### src/hw/rtl/plu_pkg.sv
// Shared types, sizing constants and the palette ROM for the line upscaler.
// Used by every module of the block; depends on nothing.
package plu_pkg;

  // Line geometry
  localparam int SRC_WIDTH = 256;
  localparam int DST_WIDTH = 320;

  // Field widths
  localparam int ROW_IN_W  = 8;
  localparam int IDX_W     = 8;
  localparam int ROW_OUT_W = 9;
  localparam int COL_OUT_W = 9;
  localparam int RGB_W     = 16;

  // Column counter must hold DST_WIDTH itself (line full)
  localparam int COL_W = $clog2(DST_WIDTH + 1);

  // Error stays below DST_WIDTH when upscaling; when downscaling it grows by
  // at most SRC_WIDTH per column over one line.
  localparam int ERR_BOUND = (SRC_WIDTH < DST_WIDTH) ? DST_WIDTH : DST_WIDTH * SRC_WIDTH;
  localparam int ERR_W     = $clog2(ERR_BOUND + SRC_WIDTH + 1);

  localparam logic [ERR_W-1:0] SRC_E = ERR_W'(SRC_WIDTH);
  localparam logic [ERR_W-1:0] DST_E = ERR_W'(DST_WIDTH);
  localparam logic [COL_W-1:0] DST_C = COL_W'(DST_WIDTH);

  // Job queue between front and back
  localparam int FIFO_DEPTH = 2;
  localparam int PTR_W      = $clog2(FIFO_DEPTH);
  localparam int CNT_W      = $clog2(FIFO_DEPTH + 1);

  // One classified source pixel: one or two columns, one or two rows each
  typedef struct packed {
    logic [ROW_OUT_W-1:0] row;
    logic [COL_W-1:0]     col;
    logic                 two_cols;
    logic                 two_rows;
    logic [RGB_W-1:0]     rgb;
  } job_t;

  // 64-entry RGB565 palette
  function automatic logic [RGB_W-1:0] palette(input logic [5:0] idx);
    logic [RGB_W-1:0] c;
    case (idx)
      6'd0:  c = 16'h52aa; 6'd1:  c = 16'h010e; 6'd2:  c = 16'h0093; 6'd3:  c = 16'h3011;
      6'd4:  c = 16'h400c; 6'd5:  c = 16'h6006; 6'd6:  c = 16'h6000; 6'd7:  c = 16'h4080;
      6'd8:  c = 16'h2180; 6'd9:  c = 16'h0220; 6'd10: c = 16'h0220; 6'd11: c = 16'h0220;
      6'd12: c = 16'h0188; 6'd13: c = 16'h0000; 6'd14: c = 16'h0000; 6'd15: c = 16'h0000;
      6'd16: c = 16'h9cd3; 6'd17: c = 16'h02b9; 6'd18: c = 16'h319f; 6'd19: c = 16'h611d;
      6'd20: c = 16'h8897; 6'd21: c = 16'ha88c; 6'd22: c = 16'ha904; 6'd23: c = 16'h7220;
      6'd24: c = 16'h5320; 6'd25: c = 16'h23a0; 6'd26: c = 16'h0440; 6'd27: c = 16'h03a4;
      6'd28: c = 16'h032e; 6'd29: c = 16'h0000; 6'd30: c = 16'h0000; 6'd31: c = 16'h0000;
      6'd32: c = 16'hffff; 6'd33: c = 16'h555f; 6'd34: c = 16'h745f; 6'd35: c = 16'hbb3f;
      6'd36: c = 16'heabf; 6'd37: c = 16'hfab7; 6'd38: c = 16'hfbac; 6'd39: c = 16'hdc44;
      6'd40: c = 16'hadc0; 6'd41: c = 16'h7660; 6'd42: c = 16'h56e4; 6'd43: c = 16'h36ee;
      6'd44: c = 16'h35db; 6'd45: c = 16'h4228; 6'd46: c = 16'h0000; 6'd47: c = 16'h0000;
      6'd48: c = 16'hffff; 6'd49: c = 16'haeff; 6'd50: c = 16'hce7f; 6'd51: c = 16'hdddf;
      6'd52: c = 16'hfddf; 6'd53: c = 16'hfddb; 6'd54: c = 16'hfdd7; 6'd55: c = 16'hee73;
      6'd56: c = 16'hdeee; 6'd57: c = 16'hbf6e; 6'd58: c = 16'haf73; 6'd59: c = 16'h9f77;
      6'd60: c = 16'haefd; 6'd61: c = 16'had55; 6'd62: c = 16'h0000; 6'd63: c = 16'h0000;
      default: c = 16'h0000;
    endcase
    return c;
  endfunction

endpackage

### src/hw/rtl/plu_front.sv
// Front end: palette lookup, row mapping and Bresenham column stepping.
// Emits one job per source pixel that covers any column; uses plu_pkg.
module plu_front (
  input  logic                          clk,
  input  logic                          rst,
  input  logic                          accept,
  input  logic [plu_pkg::ROW_IN_W-1:0]  src_row,
  input  logic [plu_pkg::IDX_W-1:0]     color_index,
  input  logic                          line_start,
  output logic                          job_push,
  output plu_pkg::job_t                 job
);

  logic [plu_pkg::ERR_W-1:0] step_error, step_error_next;
  logic [plu_pkg::COL_W-1:0] next_column, next_column_next;

  logic [plu_pkg::ERR_W-1:0] e0, sum1, e1, sum2, e2;
  logic [plu_pkg::COL_W-1:0] c0, c1, c2;
  logic                      full0, full1, ge1, ge2, one_col;
  logic [plu_pkg::ROW_IN_W+2:0] row5;

  // Start of line clears the stepping state first
  assign e0 = line_start ? '0 : step_error;
  assign c0 = line_start ? '0 : next_column;

  // First column
  assign full0 = c0 >= plu_pkg::DST_C;
  assign c1    = c0 + 1'b1;
  assign full1 = c1 >= plu_pkg::DST_C;
  assign sum1  = e0 + plu_pkg::SRC_E;
  assign ge1   = sum1 >= plu_pkg::DST_E;
  assign e1    = ge1 ? (sum1 - plu_pkg::DST_E) : sum1;

  // Second column, taken when error is still short and line not full
  assign c2    = c1 + 1'b1;
  assign sum2  = e1 + plu_pkg::SRC_E;
  assign ge2   = sum2 >= plu_pkg::DST_E;
  assign e2    = ge2 ? (sum2 - plu_pkg::DST_E) : sum2;

  assign one_col = ge1 | full1;

  always_comb begin
    if (full0) begin
      step_error_next  = e0;
      next_column_next = c0;
    end else if (one_col) begin
      step_error_next  = e1;
      next_column_next = c1;
    end else begin
      step_error_next  = e2;
      next_column_next = c2;
    end
  end

  // Row times five over four
  assign row5 = {3'b000, src_row} + {1'b0, src_row, 2'b00};

  assign job_push     = accept & ~full0;
  assign job.row      = row5[plu_pkg::ROW_IN_W+2:2];
  assign job.col      = c0;
  assign job.two_cols = ~one_col;
  assign job.two_rows = (src_row[1:0] == 2'b11);
  assign job.rgb      = plu_pkg::palette(color_index[5:0]);

  // Stepping state
  always_ff @(posedge clk) begin
    if (rst) begin
      step_error  <= '0;
      next_column <= '0;
    end else if (accept) begin
      step_error  <= step_error_next;
      next_column <= next_column_next;
    end
  end

endmodule

### src/hw/rtl/plu_job_fifo.sv
// Short job queue between front and back end.
// Register-based ring of plu_pkg::FIFO_DEPTH entries; uses plu_pkg.
module plu_job_fifo (
  input  logic          clk,
  input  logic          rst,
  input  logic          wr_en,
  input  plu_pkg::job_t wr_data,
  input  logic          rd_en,
  output plu_pkg::job_t rd_data,
  output logic          is_full,
  output logic          not_empty
);

  plu_pkg::job_t                mem [plu_pkg::FIFO_DEPTH];
  logic [plu_pkg::PTR_W-1:0]    wr_ptr, rd_ptr;
  logic [plu_pkg::CNT_W-1:0]    count;

  assign is_full   = (count == plu_pkg::CNT_W'(plu_pkg::FIFO_DEPTH));
  assign not_empty = (count != '0);
  assign rd_data   = mem[rd_ptr];

  // Storage
  always_ff @(posedge clk) begin
    if (wr_en) begin
      mem[wr_ptr] <= wr_data;
    end
  end

  // Pointers and fill count
  always_ff @(posedge clk) begin
    if (rst) begin
      wr_ptr <= '0;
      rd_ptr <= '0;
      count  <= '0;
    end else begin
      if (wr_en) begin
        wr_ptr <= (wr_ptr == plu_pkg::PTR_W'(plu_pkg::FIFO_DEPTH - 1)) ? '0 : wr_ptr + 1'b1;
      end
      if (rd_en) begin
        rd_ptr <= (rd_ptr == plu_pkg::PTR_W'(plu_pkg::FIFO_DEPTH - 1)) ? '0 : rd_ptr + 1'b1;
      end
      if (wr_en && !rd_en) begin
        count <= count + 1'b1;
      end else if (rd_en && !wr_en) begin
        count <= count - 1'b1;
      end
    end
  end

endmodule

### src/hw/rtl/plu_back.sv
// Back end: expands each job into one to four output words, one per cycle
// while the output is free or popped, held until popped. Uses plu_pkg.
module plu_back (
  input  logic                           clk,
  input  logic                           rst,
  input  logic                           job_valid,
  input  plu_pkg::job_t                  job,
  output logic                           job_pop,
  input  logic                           pop,
  output logic                           empty,
  output logic [plu_pkg::ROW_OUT_W-1:0]  out_row,
  output logic [plu_pkg::COL_OUT_W-1:0]  out_col,
  output logic [plu_pkg::RGB_W-1:0]      rgb_color,
  output logic                           last
);

  logic                      out_valid;
  logic                      col_sel, row_sel;
  logic                      load, word_last;
  logic [plu_pkg::COL_W-1:0] col_sum;

  // Output register free or being drained
  assign load      = job_valid & (~out_valid | pop);
  assign word_last = (~job.two_rows | row_sel) & (~job.two_cols | col_sel);
  assign job_pop   = load & word_last;
  assign col_sum   = job.col + plu_pkg::COL_W'(col_sel);
  assign empty     = ~out_valid;

  // Word position within the job: rows inner, columns outer
  always_ff @(posedge clk) begin
    if (rst) begin
      out_valid <= 1'b0;
      col_sel   <= 1'b0;
      row_sel   <= 1'b0;
    end else begin
      if (load) begin
        out_valid <= 1'b1;
      end else if (pop) begin
        out_valid <= 1'b0;
      end
      if (load) begin
        if (word_last) begin
          col_sel <= 1'b0;
          row_sel <= 1'b0;
        end else if (job.two_rows && !row_sel) begin
          row_sel <= 1'b1;
        end else begin
          row_sel <= 1'b0;
          col_sel <= 1'b1;
        end
      end
    end
  end

  // Output word payload
  always_ff @(posedge clk) begin
    if (load) begin
      out_row   <= job.row + plu_pkg::ROW_OUT_W'(row_sel);
      out_col   <= plu_pkg::COL_OUT_W'(col_sum);
      rgb_color <= job.rgb;
      last      <= word_last;
    end
  end

endmodule

### src/hw/rtl/palette_line_upscaler.sv
// Top level of the palette line upscaler: front end, job queue, back end.
// Depends on plu_pkg, plu_front, plu_job_fifo and plu_back.
//
//  channel | handshake        | words
//  --------+------------------+------------------------------------------
//  input   | push / full      | src_row, color_index, line_start
//  result  | empty / pop      | out_row, out_col, rgb_color, last
//
// A pixel is taken every cycle while the job queue has room; the back end
// writes one output word per cycle unless a word waits unpopped, and a
// pixel yields one to four words (columns times rows), about 2.5 words
// per pixel on doubled rows at 256 to 320, via queue then output register.
// Synchronous reset clears the stepping state, queue and output register.
// A stalled pop holds the output word and backs up into full after two jobs.
module palette_line_upscaler (
  input  logic                           clk,
  input  logic                           rst,
  input  logic                           push,
  output logic                           full,
  input  logic [plu_pkg::ROW_IN_W-1:0]   src_row,
  input  logic [plu_pkg::IDX_W-1:0]      color_index,
  input  logic                           line_start,
  output logic                           empty,
  input  logic                           pop,
  output logic [plu_pkg::ROW_OUT_W-1:0]  out_row,
  output logic [plu_pkg::COL_OUT_W-1:0]  out_col,
  output logic [plu_pkg::RGB_W-1:0]      rgb_color,
  output logic                           last
);

  plu_pkg::job_t job_in, job_out;
  logic          accept, job_push, job_pop, job_valid, q_full;

  assign full   = q_full;
  assign accept = push & ~q_full;

  // Classify pixels
  plu_front u_front (
    .clk         (clk),
    .rst         (rst),
    .accept      (accept),
    .src_row     (src_row),
    .color_index (color_index),
    .line_start  (line_start),
    .job_push    (job_push),
    .job         (job_in)
  );

  // Job queue
  plu_job_fifo u_fifo (
    .clk       (clk),
    .rst       (rst),
    .wr_en     (job_push),
    .wr_data   (job_in),
    .rd_en     (job_pop),
    .rd_data   (job_out),
    .is_full   (q_full),
    .not_empty (job_valid)
  );

  // Expand jobs into output words
  plu_back u_back (
    .clk       (clk),
    .rst       (rst),
    .job_valid (job_valid),
    .job       (job_out),
    .job_pop   (job_pop),
    .pop       (pop),
    .empty     (empty),
    .out_row   (out_row),
    .out_col   (out_col),
    .rgb_color (rgb_color),
    .last      (last)
  );

endmodule

### config.mk
export PLATFORM = sky130hd
export DESIGN_NAME = palette_line_upscaler
export DESIGN_NICKNAME = d
export VERILOG_FILES = /design/src/hw/rtl/plu_pkg.sv /design/src/hw/rtl/plu_front.sv /design/src/hw/rtl/plu_job_fifo.sv /design/src/hw/rtl/plu_back.sv /design/src/hw/rtl/palette_line_upscaler.sv
export SDC_FILE = /design/constraint.sdc
export NUM_CORES = 1
export LEC_CHECK = 0
export BUFFER_PORTS_ARGS = -buffer_cell sky130_fd_sc_hd__buf_2
export CAP_MARGIN = 10
export CORE_MARGIN = 4
export CORE_UTILIZATION = 39
export CTS_CLUSTER_DIAMETER = 80
export CTS_CLUSTER_SIZE = 12
export DETAILED_ROUTE_END_ITERATION = 10
export GPL_ROUTABILITY_DRIVEN = 0
export GPL_TIMING_DRIVEN = 0
export PLACE_DENSITY_LB_ADDON = 0.05
export SLEW_MARGIN = 10
export SYNTH_ARGS = -nofsm -noshare
export SYNTH_HDL_FRONTEND = slang
export SYNTH_SLANG_ARGS = --single-unit
### constraint.sdc
create_clock -name clk -period 2.6 [get_ports clk]
set_input_delay 0.13 -clock clk [delete_from_list [all_inputs] [get_ports clk]]
set_output_delay 0.13 -clock clk [all_outputs]
set_load 0.005 [all_outputs]
==> reports/qor.csv <==
stage,metric,value,unit
status,status,finished clean,
synth,post-synthesis adder-cell area fraction,0.0534,
grt,GR peak layer,met2,
timing,hold_ws,60.2,ps
cts,H-tree levels,4,
cells_and_area,Area Overhead vs Synth,18.9,%
pwr,Reg power frac,0.402,
timing,Final Hold Violating Endpoints,0,
run,# Max-Cap Violations,0,
worst_hold_path,Min-Delay Startpoint,src_row[0],
synth,Async SR Flop Fraction,0,
floorplan,IO Pins,58,
worst_hold_path,Hold Crit Depth,2,
timing,Peak Freq,408,MHz
cts,clk_lat worst skew,410,ps
critical_path,register-to-register setup slack,150,ps
grt,overall global routing resource usage,0.160,
floorplan,die width,139,um
cts,clk buf depth,2,
placement,number of buffers added on ports,55,
critical_path,FF-to-FF path depth,9,
synth,Commonest cells post-synth,"edfxtp_1, nor2_1, nand2_1, a21oi_1, o21ai_0",
cells_and_area,Seq. cell area,3400,sq um
critical_path,crit path kind,reg -> reg,
drt,vias,5006,
timing,final setup fails,0,
drt,initial detailed-routing violation count,405,
cts,TritonCTS clock tree,yes,
floorplan,Die Y,139,um
synth,Synth top area share,0.426,
synth,Synth Area in Simple Gates,0.162,
placement,dpl cells,906,
drt,first-pass detailed-route iteration total,5,
timing,Rel. slew slack,0.455,
drt,wire per inst,16.3,um
pwr,Gate power share,0.313,
critical_path,crit path DAT,2780,ps
critical_path,reg2reg end,u_fifo.count[1]$_SDFFE_PP0P_,
cells_and_area,Nets,755,
floorplan,Core Area,16700,sq um
pwr,power density over the cells,955,nW/um^2
timing,Max Slew Vio Count,0,
synth,main area contributors after synthesis,"edfxtp_1, dfxtp_1, ha_1",
synth,Mean Syn Cell Area,10.6,sq um
grt,first-pass GRT wire length,25.0,mm
floorplan,Core Rows,47,
timing,setup TNS,0,ps
grt,GRT met1 Usage,0.210,
synth,cell taking the most area after synthesis,edfxtp_1,
synth,sequential share of the synthesized area,0.506,
critical_path,Critical Path RT,2940,ps
critical_path,kind of end point of the critical path,flip-flop,
grt,grt total ovfl,0,
grt,global-route track usage on met3,0.0355,
cts,Clock Pin Slew Worst Setup and Hold Paths,60,ps
synth,most numerous cell in the Yosys netlist,edfxtp_1,
grt,met2 Use GR,0.259,
synth,Syn Std Cell Area,6700,sq um
timing,Slew @ Worst Pin,817,ps
drt,Routed WL,15.3,mm
synth,"EDFF count, synth",95,
pwr,Switching Share,0.323,
worst_hold_path,Worst Hold Path EP,u_fifo.mem[1][27]$_DFFE_PP_,
synth,multiplexer area fraction after synthesis,0.0521,
synth,Synth cell types,71,
drt,ANT nets after route,0,
grt,vias in the first global route,4946,
cells_and_area,# fillers,1562,
placement,pre-CTS setup slack,-739,ps
synth,Compound-Gate Fraction of Synth Area,0.137,
synth,Syn Nets,679,
floorplan,Starting Density,0.401,
pwr,Net Switching,0.00246,W
drt,DRC violations left,0,
timing,Clock Skews,10.9,ps
timing,final setup margin,152,ps
timing,fin crit period,2450,ps
synth,Post-Syn Instances,630,
cts,CTS buffer count,17,
floorplan,die area,19300,sq um
pwr,Internal,0.00515,W
grt,largest net degree at the start of global routing,33,
critical_path,RR Startpoint,u_fifo.count[0]$_SDFFE_PP0P_,
cells_and_area,Non-Filler Instances,939,
cts,clock sinks,122,
timing,fin crit share,0.942,
grt,initial antenna violation count,0,
critical_path,CP startpoint kind,flip-flop,
cells_and_area,share of cells above drive strength 1,0.224,
synth,"Primary FF master, synth",edfxtp_1,
synth,#FFs+latches synth,122,
pwr,clock share of power,0.286,
pwr,VDD IR max,0.000482,V
cts,root buf cell,clkbuf_16,
cells_and_area,Antenna diodes,0,
synth,xor and xnor area share after synthesis,0.0457,
pwr,Leak,2.94,nW
synth,main combinational cell family by area after synthesis,simple AND/OR/NAND/NOR gates,
synth,Yosys warnings,0,
placement,detailed placer's ending HPWL,11.1,mm
drt,Avg Vias per Cell,5.33,
critical_path,"critical path fanouts, max",10,
cells_and_area,Multi-input gate area,3100,sq um
worst_hold_path,worst min path class,in -> reg,
power by group through the flow:
stage                     Sequential, W  Combinational [W]  Clock [W]
final                           0.00305            0.00238    0.00217
after global routing            0.00311            0.00266    0.00232
after CTS                       0.00305            0.00237    0.00223
after detailed placement        0.00306            0.00236          0
after global placement          0.00307            0.00227          0
after floorplan                 0.00305            0.00155          0
cell type report:
cell class / instances / share of cell area
Tap cell: 220 / 0.0346
Timing Repair Buffer: 61 / 0.0434
Sequential cell: 122 / 0.427
Clock buffer: 18 / 0.0539
Clock inverter: 14 / 0.0156
Buffer: 36 / 0.0232
Multi-Input combinational cell: 441 / 0.389
Inverter: 27 / 0.0135
metal layers:
layer | routed length (um) | vias to the layer above | part of all wire
met3 | 875 | 26 | 0.057
li1 | - | 2455 | -
met1 | 6950 | 2364 | 0.45
met4 | 258 | 0 | 0.017
met2 | 7260 | 161 | 0.47
met5 | 0 | - | 0
flip-flops by register name, summed over array words and instances, names as in the netlist, named ones only:
register             flops
u_back.col_sel           1
u_back.last              1
u_back.out_col           9
u_back.out_row           9
u_back.out_valid         1
u_back.rgb_color        12
u_back.row_sel           1
u_fifo.count             2
u_fifo.mem              64
u_fifo.rd_ptr            1
u_fifo.wr_ptr            1
u_front.next_column      9
u_front.step_error      10
metrics by stage:
step           total power, W   util  area [sq um]
2_1_floorplan         0.00460      -          6710
3_3_place_gp          0.00534  0.435          7260
3_5_place_dp          0.00542  0.437          7290
4_1_cts               0.00765  0.473          7890
5_1_grt               0.00809  0.477          7970
6_report              0.00760  0.477          7970
critical path, stage by stage (launching register included):
cell and delay [ps]:
dfxtp_1 350, nand2b_1 190, and2_1 200, nand2_1 130, clkbuf_4 260, clkinv_2 170, clkbuf_8 220, ha_1 340
or3_1 380, a21oi_1 140
worst max-delay path by stage:
stage / startpoint / end / slack (ps) / cells past startpoint
2_1_floorplan: flip-flop / u_back.out_row[8]$_DFFE_PP_ / 10 / 11
3_3_place_gp: flip-flop / u_back.out_row[8]$_DFFE_PP_ / -750 / 11
3_5_place_dp: flip-flop / u_back.out_row[8]$_DFFE_PP_ / -740 / 11
4_1_cts: u_front.step_error[8]$_SDFFE_PP0P_ / u_front.step_error[7]$_SDFFE_PP0P_ / 10 / 8
5_1_grt: u_front.next_column[0]$_SDFFE_PP0P_ / u_front.step_error[6]$_SDFFE_PP0P_ / -7 / 11
6_report: u_fifo.count[0]$_SDFFE_PP0P_ / u_fifo.count[1]$_SDFFE_PP0P_ / 150 / 9
placed cells by master, fill, tap and decap left out, drive strengths merged, types with 8 or more instances in the layout:
cell type,synthesis,routed
clkinv,1,8
nor2b,19,19
a32oi,8,8
a31oi,12,12
buf,15,74
o21ai,37,37
inv,26,29
edfxtp,95,95
nand2b,10,10
dfxtp,27,27
nor3,13,13
clkbuf,25,39
and2,11,11
a21oi,39,39
xor2,18,18
a211oi,9,9
nor2,50,50
mux2,19,19
o211ai,8,8
nand3,15,15
ha,27,27
xnor2,17,17
nand2,50,50
mux2i,9,9
timing repair:
action,4_1_cts,5_1_grt
hold buffers,2,0
pin swaps,0,4
setup buffers,1,2
gates cloned,0,0
endpoints found under the hold margin,2,0
setup endpoints to repair,31,12
resized for setup,14,17
logic make-up after synthesis:
| group | count (synthesis) |
|---|---|
| buffers and inverters | 67 |
| xor gates and xnor gates | 35 |
| and+or+nand+nor | 205 |
| adders and majority gates | 28 |
| DFF | 122 |
| AOI/OAI and AO/OA | 143 |
| muxes | 30 |
(Power assumes the default switching activity.)
